===== src/rtl/mkme_pkg.sv =====
package mkme_pkg;

   localparam int FIELD_WIDTH    = 32;
   localparam int MODE_WIDTH     = 2;
   localparam int CSR_INDEX_BITS = 1;

   // occurrence_mode decode: high bit selects all mode, low bit last mode
   localparam int MODE_LAST_BIT = 0;
   localparam int MODE_ALL_BIT  = 1;

   localparam int Q_DEPTH    = 4;
   localparam int Q_PTR_BITS = $clog2(Q_DEPTH);
   localparam int Q_CNT_BITS = $clog2(Q_DEPTH + 1);

   typedef enum logic [CSR_INDEX_BITS-1:0] {
      CSR_OCCURRENCE_MODE,
      CSR_QUERY_KEY
   } csr_index_type;

   typedef enum logic [1:0] {
      OP_ENTRY,
      OP_MAP_END,
      OP_NULL_MAP
   } op_type;

   typedef struct packed {
      logic                   map_null;
      logic                   entry_present;
      logic [FIELD_WIDTH-1:0] entry_key;
      logic                   key_valid;
      logic [FIELD_WIDTH-1:0] entry_item;
      logic                   entry_item_valid;
      logic                   last_entry;
   } req_beat_type;

   typedef struct packed {
      logic                   has_item;
      logic [FIELD_WIDTH-1:0] out_item;
      logic                   out_item_valid;
      logic                   result_null;
      logic                   map_done;
   } rsp_beat_type;

   typedef struct packed {
      op_type                 op;
      logic                   hit;
      logic [FIELD_WIDTH-1:0] item;
      logic                   item_valid;
      logic                   last;
   } queue_entry_type;

   typedef struct packed {
      logic empty;
      logic full;
   } queue_status_type;

endpackage


===== src/rtl/mkme_front.sv =====
module mkme_front #(
   parameter int KEY_WIDTH = 32
) (
   input  logic                                  clock,
   input  logic                                  reset,
   input  logic                                  csr_we,
   input  logic [mkme_pkg::CSR_INDEX_BITS-1:0]   csr_index,
   input  logic [mkme_pkg::FIELD_WIDTH-1:0]      csr_wdata,
   input  logic                                  req_valid,
   output logic                                  req_stall,
   input  mkme_pkg::req_beat_type                req_beat,
   input  mkme_pkg::queue_status_type            q_status,
   output logic                                  push,
   output mkme_pkg::queue_entry_type             push_entry,
   output logic [mkme_pkg::MODE_WIDTH-1:0]       occurrence_mode
);

   localparam int KeyBits = (KEY_WIDTH < mkme_pkg::FIELD_WIDTH) ?
                            KEY_WIDTH : mkme_pkg::FIELD_WIDTH;

   logic [mkme_pkg::MODE_WIDTH-1:0]  mode_ff;
   logic [mkme_pkg::FIELD_WIDTH-1:0] search_key_ff;

   always_ff @(posedge clock) begin
      if (reset) begin
         mode_ff       <= '0;
         search_key_ff <= '0;
      end else if (csr_we) begin
         case (csr_index)
            mkme_pkg::CSR_OCCURRENCE_MODE: mode_ff <= csr_wdata[mkme_pkg::MODE_WIDTH-1:0];
            mkme_pkg::CSR_QUERY_KEY:       search_key_ff <= csr_wdata;
            default: ;
         endcase
      end
   end

   assign occurrence_mode = mode_ff;
   assign req_stall       = q_status.full;
   assign push            = req_valid && !q_status.full;

   always_comb begin
      push_entry.hit = req_beat.key_valid &&
                       (req_beat.entry_key[KeyBits-1:0] == search_key_ff[KeyBits-1:0]);
      push_entry.item       = req_beat.entry_item;
      push_entry.item_valid = req_beat.entry_item_valid;
      push_entry.last       = req_beat.last_entry;
      if (req_beat.map_null) begin
         push_entry.op = mkme_pkg::OP_NULL_MAP;
      end else if (!req_beat.entry_present) begin
         push_entry.op = mkme_pkg::OP_MAP_END;
      end else begin
         push_entry.op = mkme_pkg::OP_ENTRY;
      end
   end

endmodule


===== src/rtl/mkme_queue.sv =====
module mkme_queue (
   input  logic                        clock,
   input  logic                        reset,
   input  logic                        push,
   input  mkme_pkg::queue_entry_type   push_entry,
   input  logic                        pop,
   output mkme_pkg::queue_entry_type   head_entry,
   output mkme_pkg::queue_status_type  q_status
);

   mkme_pkg::queue_entry_type            slot_ff [mkme_pkg::Q_DEPTH];
   logic [mkme_pkg::Q_PTR_BITS-1:0]      wr_ptr_ff;
   logic [mkme_pkg::Q_PTR_BITS-1:0]      rd_ptr_ff;
   logic [mkme_pkg::Q_CNT_BITS-1:0]      count_ff;
   logic [mkme_pkg::Q_PTR_BITS-1:0]      wr_ptr_in;
   logic [mkme_pkg::Q_PTR_BITS-1:0]      rd_ptr_in;
   logic [mkme_pkg::Q_CNT_BITS-1:0]      count_in;

   localparam logic [mkme_pkg::Q_PTR_BITS-1:0] LastSlot =
      mkme_pkg::Q_PTR_BITS'(mkme_pkg::Q_DEPTH - 1);
   localparam logic [mkme_pkg::Q_CNT_BITS-1:0] FullCount =
      mkme_pkg::Q_CNT_BITS'(mkme_pkg::Q_DEPTH);

   always_comb begin
      wr_ptr_in = wr_ptr_ff;
      rd_ptr_in = rd_ptr_ff;
      count_in  = count_ff;
      if (push) begin
         wr_ptr_in = (wr_ptr_ff == LastSlot) ? '0 : wr_ptr_ff + 1'b1;
      end
      if (pop) begin
         rd_ptr_in = (rd_ptr_ff == LastSlot) ? '0 : rd_ptr_ff + 1'b1;
      end
      if (push && !pop) begin
         count_in = count_ff + 1'b1;
      end else if (pop && !push) begin
         count_in = count_ff - 1'b1;
      end
   end

   always_ff @(posedge clock) begin
      if (reset) begin
         wr_ptr_ff <= '0;
         rd_ptr_ff <= '0;
         count_ff  <= '0;
      end else begin
         wr_ptr_ff <= wr_ptr_in;
         rd_ptr_ff <= rd_ptr_in;
         count_ff  <= count_in;
      end
   end

   always_ff @(posedge clock) begin
      if (push) begin
         slot_ff[wr_ptr_ff] <= push_entry;
      end
   end

   assign head_entry     = slot_ff[rd_ptr_ff];
   assign q_status.empty = (count_ff == '0);
   assign q_status.full  = (count_ff == FullCount);

   a_no_overflow: assert property (@(posedge clock) disable iff (reset)
      push |-> !q_status.full)
      else $error("queue written while full");

   a_no_underflow: assert property (@(posedge clock) disable iff (reset)
      pop |-> !q_status.empty)
      else $error("queue read while empty");

   a_count_bound: assert property (@(posedge clock) disable iff (reset)
      count_ff <= FullCount)
      else $error("queue count beyond depth");

endmodule


===== src/rtl/mkme_back.sv =====
module mkme_back #(
   parameter int ITEM_WIDTH = 32
) (
   input  logic                              clock,
   input  logic                              reset,
   input  logic [mkme_pkg::MODE_WIDTH-1:0]   occurrence_mode,
   input  mkme_pkg::queue_status_type        q_status,
   input  mkme_pkg::queue_entry_type         head_entry,
   output logic                              pop,
   output logic                              rsp_valid,
   input  logic                              rsp_stall,
   output mkme_pkg::rsp_beat_type            rsp_beat
);

   localparam int ItemBits = (ITEM_WIDTH < mkme_pkg::FIELD_WIDTH) ?
                             ITEM_WIDTH : mkme_pkg::FIELD_WIDTH;

   logic                    match_seen_ff, match_seen_in;
   logic [ItemBits-1:0]     held_item_ff, held_item_in;
   logic                    held_valid_ff, held_valid_in;
   logic                    rsp_valid_ff, rsp_valid_in;
   mkme_pkg::rsp_beat_type  rsp_beat_ff, rsp_beat_in;
   logic                    emit;
   logic                    all_mode;
   logic                    last_mode;

   assign all_mode  = occurrence_mode[mkme_pkg::MODE_ALL_BIT];
   assign last_mode = occurrence_mode[mkme_pkg::MODE_LAST_BIT];
   assign pop       = !q_status.empty && (!rsp_valid_ff || !rsp_stall);

   always_comb begin
      logic                take_hit;
      logic                sel_seen;
      logic [ItemBits-1:0] sel_item;
      logic                sel_valid;
      logic [ItemBits-1:0] new_item;

      new_item  = head_entry.item[ItemBits-1:0];
      take_hit  = head_entry.hit && (last_mode || !match_seen_ff);
      sel_seen  = match_seen_ff || take_hit;
      sel_item  = take_hit ? new_item : held_item_ff;
      sel_valid = take_hit ? head_entry.item_valid : held_valid_ff;

      match_seen_in = match_seen_ff;
      held_item_in  = held_item_ff;
      held_valid_in = held_valid_ff;
      emit          = 1'b0;
      rsp_beat_in   = '0;

      case (head_entry.op)
         mkme_pkg::OP_NULL_MAP: begin
            emit                    = 1'b1;
            rsp_beat_in.result_null = 1'b1;
            rsp_beat_in.map_done    = 1'b1;
            match_seen_in           = 1'b0;
            held_item_in            = '0;
            held_valid_in           = 1'b0;
         end
         mkme_pkg::OP_MAP_END: begin
            emit                       = 1'b1;
            rsp_beat_in.has_item       = !all_mode && match_seen_ff;
            rsp_beat_in.out_item       = mkme_pkg::FIELD_WIDTH'(held_item_ff);
            rsp_beat_in.out_item_valid = held_valid_ff;
            rsp_beat_in.result_null    = !match_seen_ff;
            rsp_beat_in.map_done       = 1'b1;
            match_seen_in              = 1'b0;
            held_item_in               = '0;
            held_valid_in              = 1'b0;
         end
         mkme_pkg::OP_ENTRY: begin
            if (all_mode) begin
               // stream every match; the closing marker merges into a match on the last entry
               if (head_entry.hit) begin
                  emit                       = 1'b1;
                  rsp_beat_in.has_item       = 1'b1;
                  rsp_beat_in.out_item       = mkme_pkg::FIELD_WIDTH'(new_item);
                  rsp_beat_in.out_item_valid = head_entry.item_valid;
                  rsp_beat_in.map_done       = head_entry.last;
                  match_seen_in              = !head_entry.last;
               end else if (head_entry.last) begin
                  emit                    = 1'b1;
                  rsp_beat_in.result_null = !match_seen_ff;
                  rsp_beat_in.map_done    = 1'b1;
                  match_seen_in           = 1'b0;
               end
               if (head_entry.last) begin
                  held_item_in  = '0;
                  held_valid_in = 1'b0;
               end
            end else if (head_entry.last) begin
               emit                       = 1'b1;
               rsp_beat_in.has_item       = sel_seen;
               rsp_beat_in.out_item       = mkme_pkg::FIELD_WIDTH'(sel_item);
               rsp_beat_in.out_item_valid = sel_valid;
               rsp_beat_in.result_null    = !sel_seen;
               rsp_beat_in.map_done       = 1'b1;
               match_seen_in              = 1'b0;
               held_item_in               = '0;
               held_valid_in              = 1'b0;
            end else begin
               match_seen_in = sel_seen;
               held_item_in  = sel_item;
               held_valid_in = sel_valid;
            end
         end
         default: ;
      endcase

      // no item, no payload
      if (!rsp_beat_in.has_item) begin
         rsp_beat_in.out_item       = '0;
         rsp_beat_in.out_item_valid = 1'b0;
      end

      if (pop && emit) begin
         rsp_valid_in = 1'b1;
      end else if (!rsp_stall) begin
         rsp_valid_in = 1'b0;
      end else begin
         rsp_valid_in = rsp_valid_ff;
      end
   end

   always_ff @(posedge clock) begin
      if (reset) begin
         match_seen_ff <= 1'b0;
         held_item_ff  <= '0;
         held_valid_ff <= 1'b0;
         rsp_valid_ff  <= 1'b0;
      end else begin
         rsp_valid_ff <= rsp_valid_in;
         if (pop) begin
            match_seen_ff <= match_seen_in;
            held_item_ff  <= held_item_in;
            held_valid_ff <= held_valid_in;
         end
      end
   end

   always_ff @(posedge clock) begin
      if (pop && emit) begin
         rsp_beat_ff <= rsp_beat_in;
      end
   end

   assign rsp_valid = rsp_valid_ff;
   assign rsp_beat  = rsp_beat_ff;

   a_null_has_no_item: assert property (@(posedge clock) disable iff (reset)
      rsp_valid_ff |-> !(rsp_beat_ff.result_null && rsp_beat_ff.has_item))
      else $error("null result carries an item");

   a_empty_item_zero: assert property (@(posedge clock) disable iff (reset)
      (rsp_valid_ff && !rsp_beat_ff.has_item) |->
         (rsp_beat_ff.out_item == '0 && !rsp_beat_ff.out_item_valid))
      else $error("result without item has nonzero payload");

   a_done_clears_state: assert property (@(posedge clock) disable iff (reset)
      (pop && emit && rsp_beat_in.map_done) |=> !match_seen_ff)
      else $error("map state survives map end");

endmodule


===== src/rtl/map_key_match_extractor.sv =====
// Map key match extractor: takes one map entry beat per cycle on req_ while
// req_stall is low and compares its key (low KEY_WIDTH bits) against the
// search key register. In first or last mode (csr occurrence_mode 0 or 1)
// one result beat leaves on rsp_ when the map closes (last_entry, an
// empty-map beat or a null-map beat); in all mode (2 or 3) every matching
// entry leaves as a beat and a closing marker follows at map end, merged
// into the match when the last entry matches. Throughput is one beat per
// cycle while req_stall is low, with the single key compare in the front
// stage and the match state update in the back stage. The beat that closes
// a map is written into the four-entry queue, and its result then passes
// the match state into the output register. The queue lets the front keep
// taking beats under rsp_stall until it is full and req_stall rises. Write
// the registers only while no beats are in flight.
module map_key_match_extractor #(
   parameter int KEY_WIDTH  = 32,
   parameter int ITEM_WIDTH = 32
) (
   input  logic                                clock,
   input  logic                                reset,
   input  logic                                csr_we,
   input  logic [mkme_pkg::CSR_INDEX_BITS-1:0] csr_index,
   input  logic [mkme_pkg::FIELD_WIDTH-1:0]    csr_wdata,
   input  logic                                req_valid,
   output logic                                req_stall,
   input  mkme_pkg::req_beat_type              req_beat,
   output logic                                rsp_valid,
   input  logic                                rsp_stall,
   output mkme_pkg::rsp_beat_type              rsp_beat
);

   mkme_pkg::queue_status_type        q_status;
   mkme_pkg::queue_entry_type         push_entry;
   mkme_pkg::queue_entry_type         head_entry;
   logic                              push;
   logic                              pop;
   logic [mkme_pkg::MODE_WIDTH-1:0]   occurrence_mode;

   // Front: hold config, classify each beat and resolve the key match
   mkme_front #(
      .KEY_WIDTH (KEY_WIDTH)
   ) u_front (
      .clock           (clock),
      .reset           (reset),
      .csr_we          (csr_we),
      .csr_index       (csr_index),
      .csr_wdata       (csr_wdata),
      .req_valid       (req_valid),
      .req_stall       (req_stall),
      .req_beat        (req_beat),
      .q_status        (q_status),
      .push            (push),
      .push_entry      (push_entry),
      .occurrence_mode (occurrence_mode)
   );

   // Queue: decouple the classifier from result delivery
   mkme_queue u_queue (
      .clock      (clock),
      .reset      (reset),
      .push       (push),
      .push_entry (push_entry),
      .pop        (pop),
      .head_entry (head_entry),
      .q_status   (q_status)
   );

   // Back: advance the per-map match state and drive the result register
   mkme_back #(
      .ITEM_WIDTH (ITEM_WIDTH)
   ) u_back (
      .clock           (clock),
      .reset           (reset),
      .occurrence_mode (occurrence_mode),
      .q_status        (q_status),
      .head_entry      (head_entry),
      .pop             (pop),
      .rsp_valid       (rsp_valid),
      .rsp_stall       (rsp_stall),
      .rsp_beat        (rsp_beat)
   );

endmodule


===== config.mk =====
export PLATFORM = sky130hd
export DESIGN_NAME = map_key_match_extractor
export DESIGN_NICKNAME = d
export VERILOG_FILES = /design/src/rtl/mkme_pkg.sv /design/src/rtl/mkme_front.sv /design/src/rtl/mkme_queue.sv /design/src/rtl/mkme_back.sv /design/src/rtl/map_key_match_extractor.sv
export SDC_FILE = /design/constraint.sdc
export NUM_CORES = 1
export LEC_CHECK = 0
export ABC_AREA = 1
export BUFFER_PORTS_ARGS = -buffer_cell sky130_fd_sc_hd__buf_2
export CORE_MARGIN = 4
export CORE_UTILIZATION = 50
export DETAILED_ROUTE_END_ITERATION = 12
export GPL_ROUTABILITY_DRIVEN = 0
export GPL_TIMING_DRIVEN = 1
export HOLD_SLACK_MARGIN = 0.05
export PLACE_DENSITY = 0.7
export SLEW_MARGIN = 20
export SYNTH_ARGS = -nofsm -noshare
export SYNTH_HDL_FRONTEND = slang
export SYNTH_SLANG_ARGS = --single-unit
export TNS_END_PERCENT = 50

===== constraint.sdc =====
create_clock -name clock -period 7.9 [get_ports clock]
set_input_delay 1.185 -clock clock [delete_from_list [all_inputs] [get_ports clock]]
set_output_delay 1.185 -clock clock [all_outputs]
set_load 0.01 [all_outputs]

==> key figures <==
Run status
  – Status: completed

Layout
  – Post-layout util: 59.57%
  – Multi-input gate area: 3815 µm²
  – FILL cells: ~1.9k
  – Share of cells above drive strength 1: 15.23%
  – P&R area growth vs syn: 16.64%
  – Flip-flop and latch area: 7088 µm²
  – Post-layout nets: 1,533

Clock network
  – CTS root buffer: clkbuf_16
  – Max Buffers Root-to-Sink: 3
  – H-tree lvl count: 1
  – Clk_lat worst skew: 0.56 ns
  – Clock Sinks: approximately 260
  – TritonCTS clock tree: yes
  – Cts repair resizes: 0
  – Total setup buffers inserted after CTS: 0
  – Worst-path clk slew: 0.06 ns
  – CTS buffer count: 28
  – Post-CTS Hold Buffers: 0

GRT
  – Vias in the first global route: 8,445
  – GR Overflow Total: 0
  – First-pass GRT wire length: between 40,000 and 50,000 µm
  – Initial antenna violation count: 1
  – Total GRT Usage: 20.38%
  – Pin count of the biggest net entering global routing: 78

Yosys
  – Avg Inst Size Synth: approximately 9.0 µm²
  – Most frequent cell after synthesis: nand2_1
  – Synthesized area: ~12,000 µm²
  – Ys async rst share: 0%
  – Synth top area share: 47.49%
  – Top post-synthesis cells by count: nand2_1 (340), edfxtp_1 (184), nand3_1 (182), nor2_1 (143), inv_1 (120)
  – Post-synth EDFFs: between 150 and 200
  – Distinct cells, synth: 29
  – Synth area leader: edfxtp_1
  – Sequential area share after synthesis: 60.92%
  – Post-Synthesis Cells: 1,296
  – Primary FF master, synth: edfxtp_1
  – Syn nets: 1,413
  – Yosys reg bits: between 200 and 300
  – Area contributors post-synth: edfxtp_1 (47%), dfxtp_1 (13%), nand2_1 (11%)
  – Ys Warns: 0

Routing
  – Wl on met1: 11,990 µm
  – Routed Antenna Nets: 0
  – Metal3 WL: 1952 µm
  – 1st-pass router iterations: 7
  – Highest Signal Layer: met4
  – Post-Route WL: 26,890 µm
  – Met2 wire len: 12,520 µm
  – Vias/cell: just over 5
  – DR iter-0 viols: 778
  – WL per Instance: roughly 15 µm
  – Vias: between 8k and 9k
  – # DRC: 0

STA
  – Final setup TNS: 0 ns
  – Fin. Hold Viols: 0
  – Worst-margin pin slew: ~1.0 ns
  – Min Tclk post-route: 3.727 ns
  – F_max: roughly 0.27 GHz
  – Rel. slew slack: 31.04%
  – Clock skew: around 0.030 ns
  – Final Cycle Share: 47.18%
  – Final slew viol count: 0
  – Endpoints failing setup: 0
  – Unrepaired setup endpoints after global routing: no

Placed design
  – Hpwl dp: 16,600 µm
  – Buffers added on ports: 144

Floorplanning
  – Ports: 145
  – Core Area: about 23,000 µm²
  – Die width: 160.5 µm
  – Site row count: 55
  – Starting Density: 51.07%
  – Die Area: roughly 26,000 µm²
  – Die height: 160.5 µm

Job
  – Max-cap violations: 0

Power and ir drop
  – Maximum vdd drop: 0.2456 mV
  – P_leak: about 5.7 nW
  – Power per Cell Area: 344.2 nW/µm²
  – Final Power: about 0.0047 W

Critical path
  – Crit Path Class: reg -> reg
  – Critical Path RT: between 8 and 9 ns
  – Startpoint Class: flip-flop
  – WP data arrival: 3.90 ns
  – Critical Path Sink Type: flip-flop
  – Critical-path maximum fanout: 77
  – R2R depth: 14

Hold path
  – Worst Hold Depth: 2
  – HP Class: reg -> reg
cell type report:
cell class                 instances  area share (%)
antenna                            1         0.01844
timing repair buffer             157           6.030
multi-input combinational        846           28.11
inverter                         121           3.347
sequential                       262           52.24
tap                              313           2.886
clock buffer                      41           6.196
clock inverter                    11           1.171
power breakdown:
part	leakage [nW]	switching [W]	internal [W]	total [W]
logic	2.81	0.00112	0.000384	0.00150
registers	2.36	0.0000700	0.00174	0.00181
clock network	0.495	0.000519	0.000839	0.00136
placed cells by master (no fill, tap or decap), types with 2 or more instances in the layout:
cell | synthesis | layout
nand2_2 | 6 | 6
buf_2 | 27 | 144
edfxtp_1 | 184 | 184
dfxtp_1 | 78 | 77
ha_1 | 9 | 9
clkbuf_8 | 0 | 7
o21ai_0 | 57 | 57
clkbuf_1 | 30 | 5
nor2_4 | 1 | 5
a21oi_1 | 85 | 85
inv_1 | 120 | 119
xnor2_1 | 4 | 4
nor2_1 | 143 | 139
nand2_1 | 340 | 340
nor3_1 | 2 | 2
bufinv_16 | 0 | 3
o22ai_1 | 4 | 4
buf_4 | 4 | 13
nand3_1 | 182 | 182
clkinv_2 | 0 | 6
xor2_1 | 5 | 5
clkbuf_16 | 0 | 29
registers in the layout, indices dropped and copies added, names as in the netlist, 2 cells and up, named ones only:
name / count
u_back.held_item_ff: 32
u_front.occurrence_mode: 2
u_queue.slot_ff: 148
u_queue.wr_ptr_ff: 2
u_front.search_key_ff: 32
u_queue.rd_ptr_ff: 2
u_queue.count_ff: 3
u_back.rsp_beat: 36
cell families after synthesis:
group,synth area share (%)
compound gates,6.625
buf+inv,6.550
flops,60.92
simple gates,24.09
xor+xnor,0.6775
fa+ha+maj,1.140
routing by layer:
metal,GRT usage (%),up-vias
met5,0,-
met4,5.436,0
met3,2.925,41
met2,32.39,289
met1,29.59,4124
li1,-,4526
stage by stage:
stage | setup slack [ns] | instance area (µm²) | std cells | hold slack, ns
final | 4.173 | 13570 | 1752 | 0.4754
after detailed placement | 4.144 | 12570 | 1699 | 0.4670
after CTS | 4.140 | 13570 | 1751 | 0.4769
after global placement | 4.256 | 12570 | 1699 | 0.4665
after global routing | 3.752 | 13570 | 1752 | 0.4966
after floorplan | 4.550 | 11630 | 1296 | 0.4440
worst max-delay path, cell delays in order, from the launching register on:
cell and delay [ns]:
dfxtp_2 0.31, buf_4 0.59, inv_2 0.10, buf_4 0.37, nand2_1 0.15, nand3_1 0.07, nand2_1 0.15, ha_1 0.30
nand2_1 0.08, inv_1 0.06, nand2_2 0.38, nand3_1 0.21, nand2_1 0.09, inv_1 0.06, buf_4 0.41
path summary, 6_finish.rpt:
path,startpoint,to,slack [ns]
worst min-delay path,u_front.search_key_ff[17]$_SDFFE_PP0P_,u_front.search_key_ff[17]$_SDFFE_PP0P_,0.48
worst max register to register,flip-flop,u_back.rsp_beat[20]$_SDFFCE_PN0P_,4.17
worst max-delay path,flip-flop,u_back.rsp_beat[20]$_SDFFCE_PN0P_,4.17
worst min register to register,u_front.search_key_ff[17]$_SDFFE_PP0P_,u_front.search_key_ff[17]$_SDFFE_PP0P_,0.48
Note: power is estimated with default switching activity, not from simulation.
